**config.mk**
```make
export PLATFORM = sky130hd
export DESIGN_NAME = glk_queue
export DESIGN_NICKNAME = d
export VERILOG_FILES = /design/src/hw/rtl/glk_pkg.sv /design/src/hw/rtl/glk_queue.sv
export SDC_FILE = /design/constraint.sdc
export NUM_CORES = 1
export LEC_CHECK = 0
export BUFFER_PORTS_ARGS = -buffer_cell sky130_fd_sc_hd__buf_2
export CAP_MARGIN = 20
export CORE_MARGIN = 3
export CORE_UTILIZATION = 53
export CTS_BUF_LIST = sky130_fd_sc_hd__clkbuf_8
export CTS_CLUSTER_SIZE = 10
export DETAILED_ROUTE_END_ITERATION = 16
export HOLD_SLACK_MARGIN = 0.06
export PLACE_DENSITY = 0.89
export SYNTH_ARGS = -nofsm -noshare
export SYNTH_HDL_FRONTEND = slang
export SYNTH_SLANG_ARGS = --single-unit
```
**constraint.sdc**
```tcl
create_clock -name clk -period 3.2 [get_ports clk]
set_clock_uncertainty 0.15 [all_clocks]
set_input_delay 0.16 -clock clk [delete_from_list [all_inputs] [get_ports clk]]
set_output_delay 0.16 -clock clk [all_outputs]
set_load 0.02 [all_outputs]
```
**src/hw/rtl/glk_pkg.sv**
```systemverilog
package glk_pkg;

    // default number of glyphs in a font
    localparam int GLYPH_COUNT_DEF = 256;

    // queue between the front and the back
    localparam int QUEUE_DEPTH = 4;
    localparam int QUEUE_AW    = $clog2(QUEUE_DEPTH);
    // wide enough for the queue fill plus the two front stages
    localparam int QCNT_W      = $clog2(QUEUE_DEPTH + 3);

    // metric entry with kern and advance both -1
    localparam logic [15:0] MISSING_METRIC = 16'hFFFF;

    // request kinds
    typedef enum logic [1:0] {
        FUNC_LOAD_OFFSET = 2'd0,
        FUNC_LOAD_METRIC = 2'd1,
        FUNC_START       = 2'd2,
        FUNC_CHAR        = 2'd3
    } func_t;

    // font kinds; the last one places glyphs but leaves the pen alone
    typedef enum logic [1:0] {
        KIND_STRIP  = 2'd0,
        KIND_FIXED  = 2'd1,
        KIND_KERN   = 2'd2,
        KIND_FROZEN = 2'd3
    } kind_t;

    // register indexes on the configuration port
    typedef enum logic [2:0] {
        REG_FONT_KIND     = 3'd0,
        REG_FIRST_CODE    = 3'd1,
        REG_LAST_CODE     = 3'd2,
        REG_FIXED_ADVANCE = 3'd3,
        REG_KERN_BIAS     = 3'd4,
        REG_STRIP_BYTES   = 3'd5
    } reg_index_t;

    typedef struct packed {
        kind_t              font_kind;
        logic [7:0]         first_code;
        logic [7:0]         last_code;
        logic [7:0]         fixed_advance;
        logic signed [8:0]  kern_bias;
        logic [12:0]        strip_bytes;
    } glk_cfg_t;

    // one classified request on its way to the back
    typedef struct packed {
        logic               is_start;
        logic [15:0]        x;          // start x, or glyph source x
        logic [15:0]        y;          // start y
        logic signed [16:0] width;
        logic               missing;
        logic               kern_glyph; // present glyph of a kerning font
        logic signed [9:0]  kern_add;   // glyph kern plus bias
        logic signed [16:0] advance;
    } glk_op_t;

    // queue status seen by both sides
    typedef struct packed {
        logic              valid;
        glk_op_t           head;
        logic [QCNT_W-1:0] count;
    } glk_qstat_t;

    // clamp to the signed 16-bit range
    function automatic logic signed [15:0] sat16(input logic signed [17:0] v);
        logic signed [15:0] r;
        if (v > 18'sd32767) begin
            r = 16'sh7FFF;
        end else if (v < -18'sd32768) begin
            r = 16'sh8000;
        end else begin
            r = v[15:0];
        end
        return r;
    endfunction

endpackage

```
**src/hw/rtl/glk_queue.sv**
```systemverilog
module glk_queue (
    input  logic                clk,
    input  logic                rst_n,
    input  logic                push,
    input  glk_pkg::glk_op_t    push_op,
    input  logic                pop,
    output glk_pkg::glk_qstat_t qstat
);

    glk_pkg::glk_op_t                  entries [glk_pkg::QUEUE_DEPTH];
    logic [glk_pkg::QUEUE_AW-1:0]      head_reg;
    logic [glk_pkg::QUEUE_AW-1:0]      tail_reg;
    logic [glk_pkg::QCNT_W-1:0]        count_reg;

    // entry storage
    always_ff @(posedge clk)
    begin
        if (push)
        begin
            entries[tail_reg] <= push_op;
        end
    end

    // pointers and fill count
    always_ff @(posedge clk or negedge rst_n)
    begin
        if (!rst_n)
        begin
            head_reg  <= '0;
            tail_reg  <= '0;
            count_reg <= '0;
        end
        else
        begin
            if (push)
            begin
                tail_reg <= tail_reg + 1'b1;
            end
            if (pop)
            begin
                head_reg <= head_reg + 1'b1;
            end
            if (push && !pop)
            begin
                count_reg <= count_reg + 1'b1;
            end
            else if (pop && !push)
            begin
                count_reg <= count_reg - 1'b1;
            end
        end
    end

    // status toward both sides
    assign qstat.valid = count_reg != '0;
    assign qstat.head  = entries[head_reg];
    assign qstat.count = count_reg;

endmodule

```
# --- Word level (Yosys, flattened, before mapping) ---
# Memory sizes are Yosys's and may differ from the RTL's.
# Index checks and enable logic that the tools add are counted.
totals:
  reg_bits: 7
  rom_bits: 0
  mem_count: 1
  out_inout_bits: 83
  ram_bits: 316
  word_cells: 18
  latchBits: 0
  in_bits: 83
classes:
  n_eq_ne: 0
  n_addsub: 4
  n_bitwise: 0
  multipliers: 0
  n_reduce_logical: 6
  order_cmp: 0
  n_shift: 0
  mux: 4
  div_mod_pow: 0
memory_table:
  columns: ["name", "words", "word_bits", "rd", "rd_clocked_by_memory_dff", "wr", "line", "text"]
  rows:
  - ["entries", 4, 79, 1, 0, 1, "glk_queue.sv:10", "glk_pkg::glk_op_t entries [glk_pkg::QUEUE_DEPTH];"]
ops:
  columns: ["cell", "n"]
  rows:
  - ["two-way mux 3 bit", 2]
  - ["adder 2 x 1 -> 2 bit (second input constant)", 2]
  - ["adder 3 x 1 -> 3 bit (second input constant)", 1]
  - ["nonzero test 3 bit", 1]
  - ["subtractor 3 x 1 -> 3 bit (second input constant)", 1]
  - ["logical AND 1 bit", 2]
  - ["zero test 1 bit", 2]
  - ["two-way mux 1 bit", 2]
  - ["nonzero test 2 bit", 1]

# --- Logic depth before layout (Yosys ltp) ---
# Gate-level depths: netlist of run 1.
depth:
  word_depth: 4
  mapped_depth: 7
  ltp_nobuf: 7

# --- Least setup slack after synthesis of run 1 ---
# No wires, ideal clock.
synth_timing:
  path_kind: "flip-flop to flip-flop"
  startpoint: "reg tail_reg[0] (netlist bit)"
  endpoint: "mem entries[0][0] (netlist bit) (enable)"
  path_stages_with_launch: 4
  synth_period_minus_slack_ps: 3058
  setup_slack_ps: 142
  setup_ps: 446
  t_arrival_ps: 2462
  n_path_buf: 0
  required_time_ps: 2604
  cell_sequence: "dfrtp_1 inv_1 ha_1 and2_1"
synth_lines:
  columns: ["element", "line", "text"]
  rows:
  - ["start: declaration", "glk_queue.sv:12", "logic [glk_pkg::QUEUE_AW-1:0] tail_reg;"]
  - ["start signal: assignment", "glk_queue.sv:37", "tail_reg <= tail_reg + 1'b1;"]
  - ["end: declaration", "glk_queue.sv:10", null]
# Straight into the memory's write port.

==> impl_metrics.env, run 1 <==
export IMPL_max_freq_mhz=378.2
export IMPL_synth_seq_area_share_pct=81.43
export IMPL_final_cell_mix="edfxtp_1 (316), buf_2 (165), dlygate4sd3_1 (83)"
export IMPL_dr_pass1_iters=5
export IMPL_rows=54
export IMPL_cellLeakagePower_uw=0.005194
export IMPL_numCtsBuffers=49
export IMPL_synth_distinct_cells=18
export IMPL_finalCriticalPeriod_ns=2.644
export IMPL_power_total_uw=13090
export IMPL_worst_path_max_fanout=48
export IMPL_cts_htree_levels=2
export IMPL_max_cap_violations=0
export IMPL_wl_per_cell_um=21.02
export IMPL_ctsResizeCount=0
export IMPL_seq_area_mm2=0.009672
export IMPL_syn_area_mm2=0.01187
export IMPL_crit_family="multiplexers"
export IMPL_end_kind="output pin"
export IMPL_crit_type="register to output pin"
export IMPL_synthCells=446
export IMPL_grt_max_degree=49
export IMPL_dr_total_vias=5650
export IMPL_setup_violations=0
export IMPL_num_io_pins=166
export IMPL_tritoncts="yes"
export IMPL_place_hpwl_um=13110
export IMPL_largest_register_ffs=316
export IMPL_drt_iter0_markers=309
export IMPL_maxSlewViolCount=0
export IMPL_p_per_area_mw_per_mm2=890.0
export IMPL_drt_vias_per_instance=5.386
export IMPL_rsz0062_at_grt="false"
export IMPL_core_area_mm2=0.02189
export IMPL_slowest_delay_ns=0.60
export IMPL_cp_cell_sequence="buf_12 -> mux4_2 -> buf_2"
export IMPL_ir_worst_vdd_uv=642.7
export IMPL_post_route_period_util_pct=82.62
export IMPL_ant_nets=0
export IMPL_min_path_type="input pin to register"
export IMPL_layoutNonFillerInstCount=1049
export IMPL_dp_cells=880
export IMPL_worst_slew_pin_slew_ns=0.6710
export IMPL_pre_cts_slack_ns=1.054
export IMPL_gr_usage_all_layers_pct=18.59
export IMPL_drt_total_wl_um=22050
export IMPL_numPortBuffers=165
export IMPL_yosysWarnings=0
export IMPL_die_x_um=155.6
export IMPL_final_area_mm2=0.01471
export IMPL_clk_pin_slew_ns=0.06
export IMPL_cts_path_max_buffers=3
export IMPL_antenna_found_initial=1
export IMPL_grt_ovfl_total=0
export IMPL_die_h_um=155.6
export IMPL_route_detailed_drc=0
export IMPL_final_layout_size_suffix_gt1_share_pct=41.48
export IMPL_cp_slowest_cell="mux4_2"
export IMPL_ys_seq_elements=323
export IMPL_setup_tns_ns=0
export IMPL_clk_latency_ns=0.53
export IMPL_critPathRequiredTime_ns=2.89
export IMPL_syn2layout_area_growth_pct=23.96
export IMPL_grt_pass1_vias=6367
export IMPL_start_kind="register"
export IMPL_worstPathBufferInverterCount=2
export IMPL_placed_area_mm2=0.01297
export IMPL_start_util_pct=54.21
export IMPL_num_antenna_cells=0
export IMPL_fin_nets=823
export IMPL_clkSinkCount=323
export IMPL_grt_pass1_wl_um=34560
export IMPL_synth_nets=535
export IMPL_slew_headroom_pct=55.27
export IMPL_dieArea_mm2=0.02422
export IMPL_multiInputGateArea_mm2=0.001983
export IMPL_n_fill_cell=1375
export IMPL_cts_root_buf="clkbuf_8"
export IMPL_status="completed"
export IMPL_synth_area_per_cell_um2=26.61
export IMPL_hold_viol_final=0
export IMPL_arrival_ns=2.33
export IMPL_finalWorstSetupSlack_ns=0.5562
export IMPL_place_gp_congestion=0.6958
export IMPL_final_common_cell="edfxtp_1"
-- per-stage QoR --
step           utilization, %  hold slack [ns]
2_1_floorplan               -          -0.2856
3_3_place_gp            59.27          -0.1517
4_1_cts                 67.20           0.1723
3_5_place_dp            59.27          -0.1354
6_report                67.20           0.2126
5_1_grt                 67.20           0.1764
-- worst paths after layout --
path	from	to	slack, ns	cells after the start
worst min register to register	count_reg[2]	count_reg[2]	0.39	1
worst max-delay path	head_reg[0]	qstat[41]	0.56	3
min in group asynchronous	rst_n	count_reg[1]	0.48	3
max in group asynchronous	rst_n	head_reg[1]	2.09	3
worst min-delay path	push_op[7]	entries[0][7]	0.21	2
worst max register to register	tail_reg[0]	entries[0][15]	1.12	4
-- worst register-to-register path, cell delays in order (launching register included) --
cell and delay (ns):
dfrtp_1 0.42, inv_1 0.10, ha_1 0.15, and2_4 0.57
buf_12 0.34
-- power by group --
group / switching, uW / total (uW) / internal (uW)
Combinational: 2360 / 4120 / 1760
Sequential: 341 / 5880 / 5540
Clock: 1440 / 3090 / 1650
Total: 4140 / 13100 / 8950
-- routing by layer --
metal	track usage [%]	share of wire, %	vias up	wire length, um
met4	5.752	1.3	2	293
met5	0	0.032	-	7
li1	-	-	2495	-
met1	22.74	38	2886	8326
met3	4.549	6.5	33	1427
met2	33.07	54	234	11990
-- cell usage after synthesis --
| cell type | instances | area (um^2) |
|---|---|---|
| xnor2_1 | 2 | 17.52 |
| edfxtp_1 | 316 | 9489 |
| buf_2 | 8 | 40.04 |
| nand2_1 | 2 | 7.510 |
| buf_12 | 8 | 160.2 |
| clkbuf_1 | 1 | 3.750 |
| or3_1 | 1 | 6.260 |
| and2_1 | 4 | 25.02 |
| inv_1 | 4 | 15.01 |
| mux2_2 | 1 | 11.26 |
| xor2_1 | 4 | 35.03 |
| dfrtp_1 | 7 | 175.2 |
| ha_1 | 5 | 62.56 |
| o21ai_0 | 1 | 5.000 |
| buf_6 | 1 | 11.26 |
| fa_1 | 1 | 20.02 |
| mux4_2 | 79 | 1779 |
| nor2_1 | 1 | 3.750 |
-- repair_timing --
action,CTS,global route
endpoints found under the hold margin,330,0
buffers inserted,0,0
hold buffers,83,0
endpoints found under the setup margin,0,0
-- cell families (layout without fill, tap and decap cells) --
kind of cell	count (synthesis)	after routing	synth area share, %
XOR/XNOR	6	6	0.4428
AO/OA/AOI/OAI	1	1	0.04213
multiplexers	80	80	15.09
flip-flops	323	323	81.43
buffers and inverters	22	345	1.940
AND/OR/NAND/NOR	8	8	0.3585
adder cells (fa/ha/maj)	6	6	0.6958
-- cell type report --
class,count,area share [%]
Inverter,4,0.1021
Tap cell,280,2.381
Clock buffer,52,4.865
Timing Repair Buffer,255,12.13
Clock inverter,34,1.301
Multi-Input combinational cell,101,13.48
Sequential cell,323,65.74
Power figures use the tool's default switching activity.
==> run 2: changes to the inputs <==
--- a/config.mk
+++ b/config.mk
@@ -5,15 +5,16 @@
 export SDC_FILE = /design/constraint.sdc
 export NUM_CORES = 1
 export LEC_CHECK = 0
+export ABC_AREA = 1
 export BUFFER_PORTS_ARGS = -buffer_cell sky130_fd_sc_hd__buf_2
 export CAP_MARGIN = 20
 export CORE_MARGIN = 3
-export CORE_UTILIZATION = 53
+export CORE_UTILIZATION = 55
 export CTS_BUF_LIST = sky130_fd_sc_hd__clkbuf_8
 export CTS_CLUSTER_SIZE = 10
 export DETAILED_ROUTE_END_ITERATION = 16
 export HOLD_SLACK_MARGIN = 0.06
-export PLACE_DENSITY = 0.89
+export PLACE_DENSITY = 0.87
 export SYNTH_ARGS = -nofsm -noshare
 export SYNTH_HDL_FRONTEND = slang
 export SYNTH_SLANG_ARGS = --single-unit
==> constraint.sdc (replaced) <==
create_clock -name clk -period 2.5 [get_ports clk]
set_clock_uncertainty 0.15 [all_clocks]
set_input_delay 0.125 -clock clk [delete_from_list [all_inputs] [get_ports clk]]
set_output_delay 0.125 -clock clk [all_outputs]
set_load 0.02 [all_outputs]
==> run 2 against run 1 <==
Die area increased by 4.0%. Non-clock buffer count increased by 5. Total power increased by 38%. Area after synthesis increased by 8.0%. Clock-buffer cell count unchanged. Sequential power increased by 27%. Critical path depth increased by 2. Core utilization increased by 1.8 points. Sequential cell count unchanged. First-iteration DRC count increased by 75%. Cell count increased by 50%. Critical path type unchanged. Largest power group unchanged.
==> impl_metrics.env, run 2 <==
export IMPL_final_common_cell="edfxtp_1"
export IMPL_n_fill_cell=1439
export IMPL_fin_util_pct=68.96
export IMPL_hold_worst_slack_ns=0.1964
export IMPL_min_path_type="input pin to register"
export IMPL_hold_start="push_op[75]"
export IMPL_crit_type="register to output pin"
export IMPL_largest_register_ffs=316
export IMPL_arrival_ns=2.09
export IMPL_cp_common_cell="nand2_1"
export IMPL_p_seq_share_pct=41.1
export IMPL_clkPwrFrac_pct=20.7
export IMPL_grt_max_degree=86
export IMPL_core_area_mm2=0.02278
export IMPL_wl_per_cell_um=16.86
export IMPL_die_x_um=158.7
export IMPL_cts_root_buf="clkbuf_8"
export IMPL_synth_top_area_share_pct=74.00
export IMPL_ys_top_cells_by_area="edfxtp_1 (74%), o211ai_1 (9.3%), nand2_1 (7.3%)"
export IMPL_rrSetupSlack_ns=0.64
export IMPL_slew_headroom_pct=59.42
export IMPL_gr_usage_all_layers_pct=20.78
export IMPL_die_h_um=158.7
export IMPL_hold_viol_final=0
export IMPL_ctsResizeCount=0
export IMPL_p_int_uw=11150
export IMPL_clk_latency_ns=0.52
export IMPL_numCtsBuffers=49
export IMPL_multiInputGateArea_mm2=0.002266
export IMPL_placed_area_mm2=0.01400
export IMPL_yosysWarnings=0
export IMPL_yosysMostFrequentCell="edfxtp_1"
export IMPL_dieArea_mm2=0.02518
export IMPL_reg2reg_to="entries[2][3]"
export IMPL_grt_pass1_vias=8311
export IMPL_place_gp_congestion=0.7062
export IMPL_slowest_delay_ns=0.64
export IMPL_grt_ovfl_total=0
export IMPL_synth_commonest_cells="edfxtp_1 (316), nand2_1 (251), inv_1 (169), o211ai_1 (158), buf_2 (26)"
export IMPL_p_per_area_mw_per_mm2=1153
export IMPL_drt_total_wl_um=26590
export IMPL_postSynth_asyncResetShare_pct=2.167
export IMPL_synth_largest_area_cell="edfxtp_1"
export IMPL_post_route_period_util_pct=94.49
export IMPL_ant_nets=0
export IMPL_dr_total_vias=8173
export IMPL_finalCriticalPeriod_ns=2.362
export IMPL_grt_pass1_wl_um=40720
export IMPL_power_switching_uw=6965
export IMPL_maxSlewViolCount=0
export IMPL_ff2ff_path_depth=5
export IMPL_seq_area_mm2=0.009672
export IMPL_max_cap_violations=0
export IMPL_max_freq_mhz=423.3
export IMPL_synth_seq_area_share_pct=75.37
export IMPL_final_cell_mix="edfxtp_1 (316), nand2_1 (251), inv_1 (183)"
export IMPL_synthCells=969
export IMPL_synth_distinct_cells=18
export IMPL_worst_slew_pin_slew_ns=0.6087
export IMPL_cp_slowest_cell="dfrtp_4"
export IMPL_status="completed"
export IMPL_clkSinkCount=323
export IMPL_start_kind="register"
export IMPL_tritoncts="yes"
export IMPL_rows=55
export IMPL_synth_area_per_cell_um2=13.23
export IMPL_critPathRequiredTime_ns=2.23
export IMPL_hold_path_cell_count=2
export IMPL_ys_seq_elements=323
export IMPL_layoutNonFillerInstCount=1577
export IMPL_place_hpwl_um=13300
export IMPL_drt_vias_per_instance=5.183
export IMPL_switching_share_pct=38.46
export IMPL_drt_iter0_markers=540
export IMPL_synth_nets=1058
export IMPL_cts_htree_levels=2
export IMPL_numPortBuffers=165
export IMPL_setup_violations=0
export IMPL_worst_path_max_fanout=37
export IMPL_syn2layout_area_growth_pct=22.50
export IMPL_end_kind="output pin"
export IMPL_worstPathBufferInverterCount=2
export IMPL_crit_family="flip-flops"
export IMPL_synthFlopType="edfxtp_1"
export IMPL_cp_cell_sequence="buf_4 -> nand2_1 -> o211ai_1 -> nand2_1 -> buf_2"
export IMPL_ir_worst_vdd_uv=826.3
export IMPL_synth_edf_count=316
export IMPL_setup_tns_ns=0
export IMPL_r2r_start="tail_reg[0]"
export IMPL_route_detailed_drc=0
export IMPL_cellLeakagePower_uw=0.006386
export IMPL_cts_path_max_buffers=3
export IMPL_num_io_pins=166
export IMPL_final_area_mm2=0.01571
export IMPL_hold_path_end="entries[2][75]"
export IMPL_worst_path_stages=5
export IMPL_fin_nets=1316
export IMPL_start_util_pct=56.29
export IMPL_power_frac_comb_pct=38.2
export IMPL_final_layout_size_suffix_gt1_share_pct=19.16
export IMPL_dp_cells=1405
export IMPL_syn_area_mm2=0.01282
export IMPL_clk_pin_slew_ns=0.06
export IMPL_antenna_found_initial=1
export IMPL_rsz0062_at_grt="false"
export IMPL_dr_pass1_iters=5
run 2: cell count changes after synthesis, moves of 6 or more:
cell      before  now
nand2_1        2  251
inv_1          4  169
o211ai_1       0  158
mux4_2        79    0
clkbuf_1       1   20
buf_2          8   26
buf_12         8    0
buf_4          0    6
run 2: final cells by class:
type | instances | area share, %
Inverter | 170 | 4.166
Antenna cell | 1 | 0.01593
Clock buffer | 52 | 4.556
Clock inverter | 35 | 0.8842
Multi-Input combinational cell | 423 | 14.43
Sequential cell | 323 | 61.57
Tap cell | 313 | 2.493
Timing Repair Buffer | 260 | 11.88
run 2: repair_timing:
action | CTS | global route
buffers inserted | 0 | 1
hold endpoints to repair | 330 | 0
endpoints found under the setup margin | 0 | 57
hold buffers | 83 | 0
run 2: power by group through the flow:
stage,sequential (uW),combinational [uW],clock (uW)
2_1_floorplan,7440,4600,0
3_3_place_gp,7510,6530,0
3_5_place_dp,7570,6710,0
4_1_cts,7460,6840,3840
5_1_grt,7520,7580,4110
6_report,7440,6920,3750
run 2: how the worst max path moves through the flow:
stage | start | to | slack (ns)
floorplan | tail_reg[0] | entries[0][0] | 0.08
global placement | head_reg[0] | qstat[67] | 0.62
detailed placement | head_reg[0] | qstat[28] | 0.58
CTS | head_reg[0] | qstat[67] | 0.009
global route | head_reg[0] | qstat[27] | 0.02
finish | head_reg[0] | qstat[21] | 0.14
run 2: through the flow:
step	setup slack [ns]	power, uW
2_1_floorplan	0.08296	12040
3_3_place_gp	0.6249	14040
3_5_place_dp	0.5846	14280
4_1_cts	0.009240	18140
5_1_grt	0.01512	19200
6_report	0.1377	18110
run 2: cells by family (layout without fill, tap and decap cells):
family / Yosys count / in the layout / share of synthesized area [%]
compound gates: 159 / 159 / 9.290
simple gates: 254 / 254 / 7.465
other cells: 0 / 1 / 0
buf+inv: 223 / 517 / 6.957
flops: 323 / 323 / 75.37
xor+xnor: 4 / 4 / 0.2733
fa+ha+maj: 6 / 6 / 0.6440
run 2: metal layers:
metal | global-route usage (%) | up-vias | routed length (um)
met3 | 4.376 | 40 | 1793
met2 | 38.37 | 317 | 14210
met4 | 6.760 | 0 | 384
li1 | - | 3897 | -
met1 | 24.17 | 3919 | 10200
met5 | 0 | - | 0
