<file path="config.mk">
export PLATFORM = sky130hd
export DESIGN_NAME = glk_back
export DESIGN_NICKNAME = d
export VERILOG_FILES = /design/src/hw/rtl/glk_pkg.sv /design/src/hw/rtl/glk_back.sv
export SDC_FILE = /design/constraint.sdc
export NUM_CORES = 1
export LEC_CHECK = 0
export ABC_AREA = 1
export BUFFER_PORTS_ARGS = -buffer_cell sky130_fd_sc_hd__buf_2
export CAP_MARGIN = 20
export CORE_MARGIN = 10
export CORE_UTILIZATION = 25
export CTS_CLUSTER_DIAMETER = 150
export DETAILED_ROUTE_END_ITERATION = 8
export PLACE_DENSITY_LB_ADDON = 0.1
export SYNTH_ARGS = -nofsm -noshare
export SYNTH_HDL_FRONTEND = slang
export SYNTH_SLANG_ARGS = --single-unit
</file>
<file path="constraint.sdc">
create_clock -name clk -period 10.43 [get_ports clk]
set_clock_uncertainty 0.2 [all_clocks]
set_input_delay 0.5215 -clock clk [delete_from_list [all_inputs] [get_ports clk]]
set_output_delay 0.5215 -clock clk [all_outputs]
set_load 0.02 [all_outputs]
</file>
<file path="src/hw/rtl/glk_pkg.sv">
package glk_pkg;

    // default number of glyphs in a font
    localparam int GLYPH_COUNT_DEF = 256;

    // queue between the front and the back
    localparam int QUEUE_DEPTH = 4;
    localparam int QUEUE_AW    = $clog2(QUEUE_DEPTH);
    // wide enough for the queue fill plus the two front stages
    localparam int QCNT_W      = $clog2(QUEUE_DEPTH + 3);

    // metric entry with kern and advance both -1
    localparam logic [15:0] MISSING_METRIC = 16'hFFFF;

    // request kinds
    typedef enum logic [1:0] {
        FUNC_LOAD_OFFSET = 2'd0,
        FUNC_LOAD_METRIC = 2'd1,
        FUNC_START       = 2'd2,
        FUNC_CHAR        = 2'd3
    } func_t;

    // font kinds; the last one places glyphs but leaves the pen alone
    typedef enum logic [1:0] {
        KIND_STRIP  = 2'd0,
        KIND_FIXED  = 2'd1,
        KIND_KERN   = 2'd2,
        KIND_FROZEN = 2'd3
    } kind_t;

    // register indexes on the configuration port
    typedef enum logic [2:0] {
        REG_FONT_KIND     = 3'd0,
        REG_FIRST_CODE    = 3'd1,
        REG_LAST_CODE     = 3'd2,
        REG_FIXED_ADVANCE = 3'd3,
        REG_KERN_BIAS     = 3'd4,
        REG_STRIP_BYTES   = 3'd5
    } reg_index_t;

    typedef struct packed {
        kind_t              font_kind;
        logic [7:0]         first_code;
        logic [7:0]         last_code;
        logic [7:0]         fixed_advance;
        logic signed [8:0]  kern_bias;
        logic [12:0]        strip_bytes;
    } glk_cfg_t;

    // one classified request on its way to the back
    typedef struct packed {
        logic               is_start;
        logic [15:0]        x;          // start x, or glyph source x
        logic [15:0]        y;          // start y
        logic signed [16:0] width;
        logic               missing;
        logic               kern_glyph; // present glyph of a kerning font
        logic signed [9:0]  kern_add;   // glyph kern plus bias
        logic signed [16:0] advance;
    } glk_op_t;

    // queue status seen by both sides
    typedef struct packed {
        logic              valid;
        glk_op_t           head;
        logic [QCNT_W-1:0] count;
    } glk_qstat_t;

    // clamp to the signed 16-bit range
    function automatic logic signed [15:0] sat16(input logic signed [17:0] v);
        logic signed [15:0] r;
        if (v > 18'sd32767) begin
            r = 16'sh7FFF;
        end else if (v < -18'sd32768) begin
            r = 16'sh8000;
        end else begin
            r = v[15:0];
        end
        return r;
    endfunction

endpackage

</file>
<file path="src/hw/rtl/glk_back.sv">
module glk_back (
    input  logic                clk,
    input  logic                rst_n,
    input  glk_pkg::glk_qstat_t qstat,
    output logic                pop,
    output logic                result_valid,
    input  logic                result_ready,
    output logic [15:0]         source_x,
    output logic signed [16:0]  glyph_width,
    output logic signed [15:0]  dest_x,
    output logic signed [15:0]  dest_y,
    output logic                glyph_missing
);

    glk_pkg::glk_op_t   op;
    logic               can_out;
    logic signed [17:0] kern_sum;
    logic signed [15:0] kerned;
    logic signed [17:0] adv_sum;

    logic signed [15:0] pen_x_reg;
    logic signed [15:0] pen_x_next;
    logic signed [15:0] pen_y_reg;
    logic signed [15:0] pen_y_next;
    logic               pending_reg;
    logic               pending_next;
    logic               result_valid_reg;
    logic [15:0]        source_x_reg;
    logic signed [16:0] glyph_width_reg;
    logic signed [15:0] dest_x_reg;
    logic signed [15:0] dest_y_reg;
    logic               glyph_missing_reg;

    assign op = qstat.head;

    // take the head when the output register is free, starts need no slot
    assign can_out = !result_valid_reg || result_ready;
    assign pop     = qstat.valid && (op.is_start || can_out);

    // kern of this glyph, then the pen advance
    assign kern_sum = {{2{pen_x_reg[15]}}, pen_x_reg} + {{8{op.kern_add[9]}}, op.kern_add};
    assign kerned   = (pending_reg && op.kern_glyph) ? glk_pkg::sat16(kern_sum) : pen_x_reg;
    assign adv_sum  = {{2{kerned[15]}}, kerned} + {op.advance[16], op.advance};

    assign pen_x_next   = op.is_start ? op.x : glk_pkg::sat16(adv_sum);
    assign pen_y_next   = op.is_start ? op.y : pen_y_reg;
    assign pending_next = !op.is_start && op.kern_glyph;

    // pen state and output valid
    always_ff @(posedge clk or negedge rst_n)
    begin
        if (!rst_n)
        begin
            pen_x_reg        <= '0;
            pen_y_reg        <= '0;
            pending_reg      <= 1'b0;
            result_valid_reg <= 1'b0;
        end
        else
        begin
            if (pop)
            begin
                pen_x_reg   <= pen_x_next;
                pen_y_reg   <= pen_y_next;
                pending_reg <= pending_next;
            end
            if (pop && !op.is_start)
            begin
                result_valid_reg <= 1'b1;
            end
            else if (result_ready)
            begin
                result_valid_reg <= 1'b0;
            end
        end
    end

    // output payload
    always_ff @(posedge clk)
    begin
        if (pop && !op.is_start)
        begin
            source_x_reg      <= op.x;
            glyph_width_reg   <= op.width;
            dest_x_reg        <= kerned;
            dest_y_reg        <= pen_y_reg;
            glyph_missing_reg <= op.missing;
        end
    end

    assign result_valid  = result_valid_reg;
    assign source_x      = source_x_reg;
    assign glyph_width   = glyph_width_reg;
    assign dest_x        = dest_x_reg;
    assign dest_y        = dest_y_reg;
    assign glyph_missing = glyph_missing_reg;

endmodule

</file>
Yosys cells after proc, flatten, opt, wreduce, memory -nomap -nowiden
Cells that the tools add are included.
Storage, ports and cells
  bits in registers: 100
  input bits: 86
  output and inout port bits: 68
  word-level logic and storage cells: 33
Operators by class
  add/sub/neg operators: 2
  order comparisons: 4
  multiplexer cells: 8
  reduce and logical (&&, ||, !) cells: 10
Operators with widths (number)
  16-bit two-way mux: 6
  16-bit by 17-bit adder with 18-bit output: 1
  18-bit by 16-bit greater-than comparator with 1-bit output, second input constant: 1
  18-bit by 16-bit less-than comparator with 1-bit output, second input constant: 1
  16-bit by 10-bit adder with 17-bit output: 1
  17-bit by 16-bit greater-than comparator with 1-bit output, second input constant: 1
  17-bit by 16-bit less-than comparator with 1-bit output, second input constant: 1
  1-bit logical AND: 4
  1-bit zero test: 2
  1-bit logical OR: 2
  1-bit two-way mux: 2
  2-bit AND reduction: 1
  2-bit nonzero test: 1

Longest topological paths before layout
Gate-level depths: netlist (run 1).
  depth after elaboration: 10
  mapped depth: 34
  gate-level depth less buffers: 33

Worst setup path after synthesis (run 1)
OpenSTA, ideal clock, no wires.
  path kind: input to register
  start point: input qstat[81] in the netlist's numbering
  end point: register dest_x_reg[0] (netlist: dest_x[0]), enable pin
  data arrival time: 3.642 ns
  required time: 9.738 ns
  path slack: 6.096 ns
  stages: 3
  path buffers: 1
  cells stage by stage: clkbuf_2 > o21ai_1 > nor2_1
Between the ends
  word-level cells in the longest chain between the ends: 3
  elaborated cells between the ends (all ways): 4
  those cells by class: reduce/logical: 4
RTL lines
  start: declaration: line glk_back.sv:4  | input glk_pkg::glk_qstat_t qstat,
  1-bit logical OR: line glk_back.sv:38  | assign pop = qstat.valid && (op.is_start || can_out);
  1-bit logical AND: line glk_back.sv:38
  1-bit logical AND (*): line glk_back.sv:81  | if (pop && !op.is_start)
  end signal: assignment: line glk_back.sv:85  | dest_x_reg <= kerned;
  end: declaration: line glk_back.sv:30  | logic signed [15:0] dest_x_reg;
Mark *: on every way between the ends. The rest lies on a longest branch, timed or not.
A chain may end at the register's enable or synchronous reset.

Final worst setup path (run 1)
  start point: register pen_x_reg[0]
  end point: register pen_x_reg[1]
Between the ends
  word-level cells in the longest chain between the ends: 10
  elaborated cells between the ends (all ways): 12
  those cells by class: add/sub: 2; order compare: 4; mux: 6
RTL lines
  start: declaration: line glk_back.sv:21  | logic signed [15:0] pen_x_reg;
  start signal: assignment: line glk_back.sv:63  | pen_x_reg <= pen_x_next;
  16-bit by 10-bit adder with 17-bit output: line glk_back.sv:41  | assign kern_sum = {{2{pen_x_reg[15]}}, pen_x_reg} + {{8{op.kern_add[9]}}, op.kern_add};
  17-bit by 16-bit less-than comparator with 1-bit output: line glk_pkg.sv:74  | end else if (v < -18'sd32768) begin
  16-bit two-way mux: line glk_pkg.sv:74
  16-bit two-way mux: line glk_pkg.sv:72  | if (v > 18'sd32767) begin
  16-bit two-way mux (*): line glk_back.sv:42  | assign kerned = (pending_reg && op.kern_glyph) ? glk_pkg::sat16(kern_sum) : pen_x_reg;
  named net kerned[0]: line glk_back.sv:18  | logic signed [15:0] kerned;
  16-bit by 17-bit adder with 18-bit output (*): line glk_back.sv:43  | assign adv_sum = {{2{kerned[15]}}, kerned} + {op.advance[16], op.advance};
  18-bit by 16-bit less-than comparator with 1-bit output: line glk_pkg.sv:74
  16-bit two-way mux: line glk_pkg.sv:74
  16-bit two-way mux (*): line glk_pkg.sv:72
  16-bit two-way mux (*): line glk_back.sv:45  | assign pen_x_next = op.is_start ? op.x : glk_pkg::sat16(adv_sum);
Mark *: on every way through the listed nets, which the timed path passes. The rest lies on a longest branch.

==> qor.csv, run 1 <==
metric,value,unit
overflow,0,
ys_seq_area_share,49.5,%
numCtsBuffers,9,
grt_pass1_vias,4704,
p_sw,664,uW
comb_power_share,46.5,%
path_class,flip-flop to flip-flop,
fin_tns_setup,0,ps
drv_slew,0,
min_period,4810,ps
hold_viol,0,
antenna_found_initial,0,
status,finished clean,
grt_max_degree,37,
worstSetupStartpointType,flip-flop,
cts-resized-gates,0,
p_sw_share,41.6,%
insertedDiodeCount,0,
grt_pass1_wl,26000,um
routed.top_layer,met4,
largest_reg_flops,17,
synth_nets,747,
cts_max_level,3,
clkPwrFrac,21.2,%
maxCapViolations,0,
root_buffer,clkbuf_16,
layout-drive-gt1-share,29.9,%
fmax,0.208,GHz
ioPinCount,154,
synth_seq_cells,100,
power_leakage,3.35,nW
ir_worst_vdd,0.0709,mV
drtPass1Iterations,4,
route.vias.total,4614,
ff2ff_path_depth,30,
drt_wl_total,17100,um
hold_path_class,input pin to async pin,
syn_area_per_cell,9.14,um2
worst_slack,5620,ps
final_cell_mix,"184 x nand2_1, 150 x buf_2, 69 x nor2_1",
rsz0062_at_grt,no,
synth_warnings,0,
internal_power,931,uW
wl_met1,7880,um
die_h,171,um
maxSlewHeadroom,33.1,%
antenna_left,0,
sequentialPowerShare,32.3,%
drc,0,
period_share,46.2,%
clk_path_buf_depth,2,
insertion_delay,350,ps
critical_path.endpoint_type,flip-flop,
syn-instance-count,626,
cts_sinks,100,
hold_buffers,0,
setup_violations,0,
place.port_buffers,150,
post_cts_buffers,0,
arrival,4840,ps
place_ws,5350,ps
mostFrequentLayoutCell,nand2_1,
grt_use_total,11.5,%
wl_per_cell,16.0,um
via_per_inst,4.32,
start_util,25.3,%
ys_types,38,
die_x,171,um
power_density,226,mW/mm2
core_area,0.0226,mm2
die-area,0.0293,mm2
areaGrowthSynthToFinish,23.5,%
cp.required,10460,ps
cts_tree,done,
cp_slowest_cell,fa_1,
wl_met2,7450,um
clkTransAtPathRegs,80,ps
drt_iter0_drc,241,
hpwl,13900,um
worst_pin_slew,1000,ps
routabilityCongestion,0.827,
nets,898,
crit_top_cell,nand2_1,
fillCellCount,2409,
route.met3.wl,1420,um
path_max_fanout,15,
rows,55,
slowest_delay,400,ps
syn_area,0.00572,mm2
-- layer usage --
metal | GRT usage [%] | vias to the layer above
li1 | - | 2365
met1 | 14.8 | 2070
met2 | 18.2 | 162
met3 | 3.25 | 17
met4 | 3.97 | 0
met5 | 0 | -
-- cell type report --
class                           instances  area, um2  share of cell area, %
Timing Repair Buffer                  152        766                   10.8
Tap cell                              285        357                   5.05
Clock inverter                          6       65.1                  0.921
Inverter                               54        203                   2.87
Multi-Input combinational cell        460       2610                   37.0
Clock buffer                           10        229                   3.24
Sequential cell                       100       2830                   40.1
-- through the flow --
| step | power [mW] | std cells | area (um2) | hold WS (ps) | util (%) |
|---|---|---|---|---|---|
| after global routing | 1.73 | 1067 | 7070 | 123 | 31.3 |
| final | 1.60 | 1067 | 7070 | 54.6 | 31.3 |
| after CTS | 1.62 | 1067 | 7070 | 79.4 | 31.3 |
| after detailed placement | 1.27 | 1051 | 6770 | 228 | 30.0 |
| after floorplan | 1.09 | 626 | 5720 | 25.9 | - |
| after global placement | 1.27 | 1051 | 6770 | 221 | 30.0 |
-- worst paths after layout --
path | from | end | slack, ps
worst max-delay path | pen_x_reg[0]$_DFFE_PN0P_ | pen_x_reg[1]$_DFFE_PN0P_ | 5620
worst min-delay path | rst_n | pen_y_reg[0]$_DFFE_PN0P_ | 50
worst max register to register | pen_x_reg[0]$_DFFE_PN0P_ | pen_x_reg[1]$_DFFE_PN0P_ | 5620
worst min register to register | pen_y_reg[4]$_DFFE_PN0P_ | dest_y[4]$_DFFE_PP_ | 240
max in group asynchronous | rst_n | pen_x_reg[10]$_DFFE_PN0P_ | 9470
min in group clk | qstat[31] | glyph_missing$_DFFE_PP_ | 150
-- power by group through the flow --
stage / clock, mW / sequential (mW) / combinational, mW
6_report: 0.338 / 0.515 / 0.743
5_1_grt: 0.369 / 0.521 / 0.844
4_1_cts: 0.353 / 0.517 / 0.753
3_5_place_dp: 0 / 0.524 / 0.748
3_3_place_gp: 0 / 0.524 / 0.748
2_1_floorplan: 0 / 0.537 / 0.556
-- kinds of logic (layout without fill, tap and decap cells) --
group,count (synthesis),count (layout),share of synthesized area (%)
AOI/OAI and AO/OA,58,58,6.43
xor gates and xnor gates,24,24,3.68
adders and majority gates,35,35,7.92
buffers and inverters,66,222,4.97
DFF,100,100,49.5
muxes,16,16,3.15
and+or+nand+nor,327,327,24.3
-- synth_stat cells --
cell	instances	area share [%]
nor2_2	3	0.33
buf_2	4	0.35
dfrtp_1	34	15
mux2_2	16	3.2
o21bai_1	2	0.26
nand2_2	22	2.4
clkbuf_1	1	0.066
clkinv_1	3	0.20
nand4_1	4	0.44
o21ai_0	6	0.53
inv_2	3	0.20
xnor2_1	7	1.1
a21oi_2	14	2.1
a21o_1	1	0.13
nand3_2	2	0.35
a22o_1	1	0.15
inv_1	48	3.2
a31oi_1	2	0.22
or2_1	1	0.11
nand2_1	184	12
nor2_1	70	4.6
nand3b_1	1	0.13
nor3_1	3	0.26
edfxtp_1	66	35
buf_4	2	0.26
nand3_1	32	2.8
clkbuf_2	1	0.087
a21oi_1	30	2.6
buf_6	3	0.59
buf_1	1	0.066
o21ai_1	1	0.087
fa_1	2	0.70
ha_1	33	7.2
xor2_1	17	2.6
a21oi_4	1	0.28
or2_2	1	0.11
nor2_4	1	0.20
nor3_2	3	0.53
-- critical path: cells and delay by family (launching register included) --
family                     cells  cell delay (ps)
adders and majority gates      4             1250
and+or+nand+nor               20             2040
buffers and inverters          3              200
AOI/OAI and AO/OA              3              590
DFF                            1              380
No activity file was read; power rests on OpenSTA's default activity.
==> inputs of run 2 (changes only) <==
ABC_AREA = 0   (was 1)
clock period = 4.6 ns   (was 10.43 ns; I/O delays follow)
==> run 2 against run 1 <==
Compared with the run above:
- the run now ends with negative setup slack left
- sequential power rose by 140%
- routed wire length rose by 8.3%
- core utilization rose by 9.0 points
- die area fell by 5.8%
- power rose to 3.3 times the previous value
- synthesized area fell by 6.5%
- combinational power rose to 4.4 times the previous value
- clock power rose by 110%
- design area rose by 20%
- largest power group unchanged
- worst setup slack got worse by 5600 ps
- fmax rose by 4.2%
- non-clock buffer count rose by 148
==> qor.csv, run 2 <==
metric,value,unit
antenna_left,0,
setup_violations,10,
clk_path_buf_depth,2,
start_util,25.4,%
place_ws,-324,ps
synth_seq_cells,100,
yosys_most_used_dff,edfxtp_1,
clkTransAtPathRegs,70,ps
power_leakage,3.52,nW
largest_reg_flops,17,
arrival,4650,ps
place.port_buffers,150,
synth_nets,570,
core_area,0.0210,mm2
numCtsBuffers,9,
die-area,0.0276,mm2
routabilityCongestion,0.847,
hold-worst-slack,154,ps
areaGrowthSynthToFinish,58.5,%
fmax,0.216,GHz
p_total,5.19,mW
fin_tns_setup,-121,ps
ff2ff_path_depth,22,
cts_sinks,100,
drc,0,
cts_tree,done,
syn-instance-count,449,
drt_wl_total,18500,um
ys_seq_area_share,53.0,%
ioPinCount,154,
layout-drive-gt1-share,50.0,%
insertedDiodeCount,0,
violations,negative setup slack,
grt_use_total,13.1,%
status,"complete, but fails checks",
syn_area_per_cell,11.9,um2
ir_worst_vdd,0.261,mV
instances_no_fill,1027,
synth_top_area_cell,edfxtp_1,
worst_pin_slew,855,ps
power_density,613,mW/mm2
nets,868,
synth_edf_count,66,
async_reset_ff_share,34.0,%
mostFrequentLayoutCell,buf_2,
grt_pass1_vias,5138,
die_h,166,um
worstSetupStartpointType,flip-flop,
final_cell_mix,"150 x buf_2, 90 x buf_4, 66 x edfxtp_1",
cp.required,4630,ps
hpwl,14000,um
hold_viol,0,
antenna_found_initial,0,
rows,53,
critical_path.endpoint_type,flip-flop,
hold_path_depth,4,
cts_max_level,3,
min_period,4620,ps
rsz0062_at_grt,yes,
root_buffer,clkbuf_16,
grt_max_degree,59,
insertion_delay,350,ps
netlist.area_leader.share,37.1,%
yosysMostFrequentCell,edfxtp_1,
die_x,166,um
drtPass1Iterations,4,
maxCapViolations,0,
syn_area,0.00535,mm2
via_per_inst,4.57,
period_share,100,%
synth_commonest_cells,"66 x edfxtp_1, 38 x a21oi_1, 34 x dfrtp_1",
drt_iter0_drc,177,
worst_slack,-19.5,ps
grt_pass1_wl,29000,um
drv_slew,0,
ys_types,62,
route.vias.total,4694,
synth_warnings,0,
path_class,flip-flop to flip-flop,
wl_per_cell,18.0,um
dp.cells,942,
overflow,0,
path_max_fanout,7,
synth_area_leaders,"edfxtp_1 37%, dfrtp_1 16%, ha_1 7.7%",
maxSlewHeadroom,43.0,%
hold_path_class,input pin to flip-flop,
run 2: cell types whose count changed in the layout (fill, tap and decap cells not counted), moves of 21 or more:
cell           previous run  this run
nand2_1                 184        29
dlygate4sd3_1             0        53
nand3_1                  32         6
nor2_1                   69        16
buf_4                     2        90
nand2_2                  22         1
inv_1                    48        13
o21ai_0                   6        27
run 2: path summary, 6_finish.rpt:
| path | start | endpoint | slack [ps] |
|---|---|---|---|
| max in group asynchronous | rst_n | pen_x_reg[2]$_DFFE_PN0P_ | 3260 |
| worst max register to register | pen_x_reg[0]$_DFFE_PN0P_ | pen_x_reg[3]$_DFFE_PN0P_ | -20 |
| worst max-delay path | pen_x_reg[0]$_DFFE_PN0P_ | pen_x_reg[3]$_DFFE_PN0P_ | -20 |
| min in group asynchronous | rst_n | pen_y_reg[2]$_DFFE_PN0P_ | 330 |
| worst min register to register | pen_y_reg[0]$_DFFE_PN0P_ | dest_y[0]$_DFFE_PP_ | 240 |
| worst min-delay path | qstat[3] | pen_x_reg[0]$_DFFE_PN0P_ | 150 |
run 2: logic make-up (layout without fill, tap and decap cells):
group                      count (synthesis)  after routing  synth area share, %
AOI/OAI and AO/OA                        134            136                 17.2
and+or+nand+nor                          103            103                 10.0
DFF                                      100            100                 53.0
adders and majority gates                 38             38                 9.06
buffers and inverters                     31            332                 2.64
xor gates and xnor gates                  22             22                 3.74
muxes                                     21             21                 4.38
run 2: area by class of cell:
cell class,count,area [um2]
Fill cell,2051,12500
Multi-Input combinational cell,320,2910
Sequential cell,100,2840
Timing Repair Buffer,300,2060
Tap cell,275,344
Clock buffer,10,229
Inverter,16,60.1
Clock inverter,6,40.0
run 2: per-stage QoR:
| step | util, % | area [um2] |
|---|---|---|
| after floorplan | - | 5410 |
| after global placement | 33.6 | 7060 |
| after detailed placement | 33.6 | 7060 |
| after CTS | 39.7 | 8350 |
| after global routing | 40.3 | 8470 |
| final | 40.3 | 8470 |
run 2: where the power goes:
group          switching (mW)  total [mW]  internal, mW
Combinational            1.63        3.24          1.62
Sequential              0.110        1.24          1.13
Clock                   0.345       0.713         0.368
run 2: routing by layer:
layer / vias to the layer above / share of wire, % / GRT usage, %
met1: 2263 / 45 / 16.5
li1: 2305 / - / -
met4: 0 / 1.2 / 3.51
met2: 115 / 49 / 22.0
met5: - / 0 / 0
met3: 11 / 4.2 / 2.82
run 2: worst max-delay path, cell delays in order, from the launching register on:
cell and delay (ps):
dfrtp_1 400, ha_2 200, buf_4 140, a211oi_4 270, o21ai_2 120, nand3_2 90
a31oi_4 110, a211oi_4 250, buf_6 150, xnor2_4 100, buf_6 150, maj3_2 330
o21ai_4 190, ha_4 240, o21a_1 170, o31a_1 120, o211ai_1 280, nand4_1 160
a21o_1 220, and2_4 170, o22ai_4 190, clkbuf_16 210, a21oi_2 50
run 2: repair_timing:
item / 4_1_cts / 5_1_grt
endpoints found under the hold margin: 86 / 0
buffers inserted: 9 / 4
endpoints found under the setup margin: 16 / 16
gates resized for setup: 72 / 23
pin swaps: 28 / 15
gates cloned: 4 / 0
hold buffers: 53 / 0
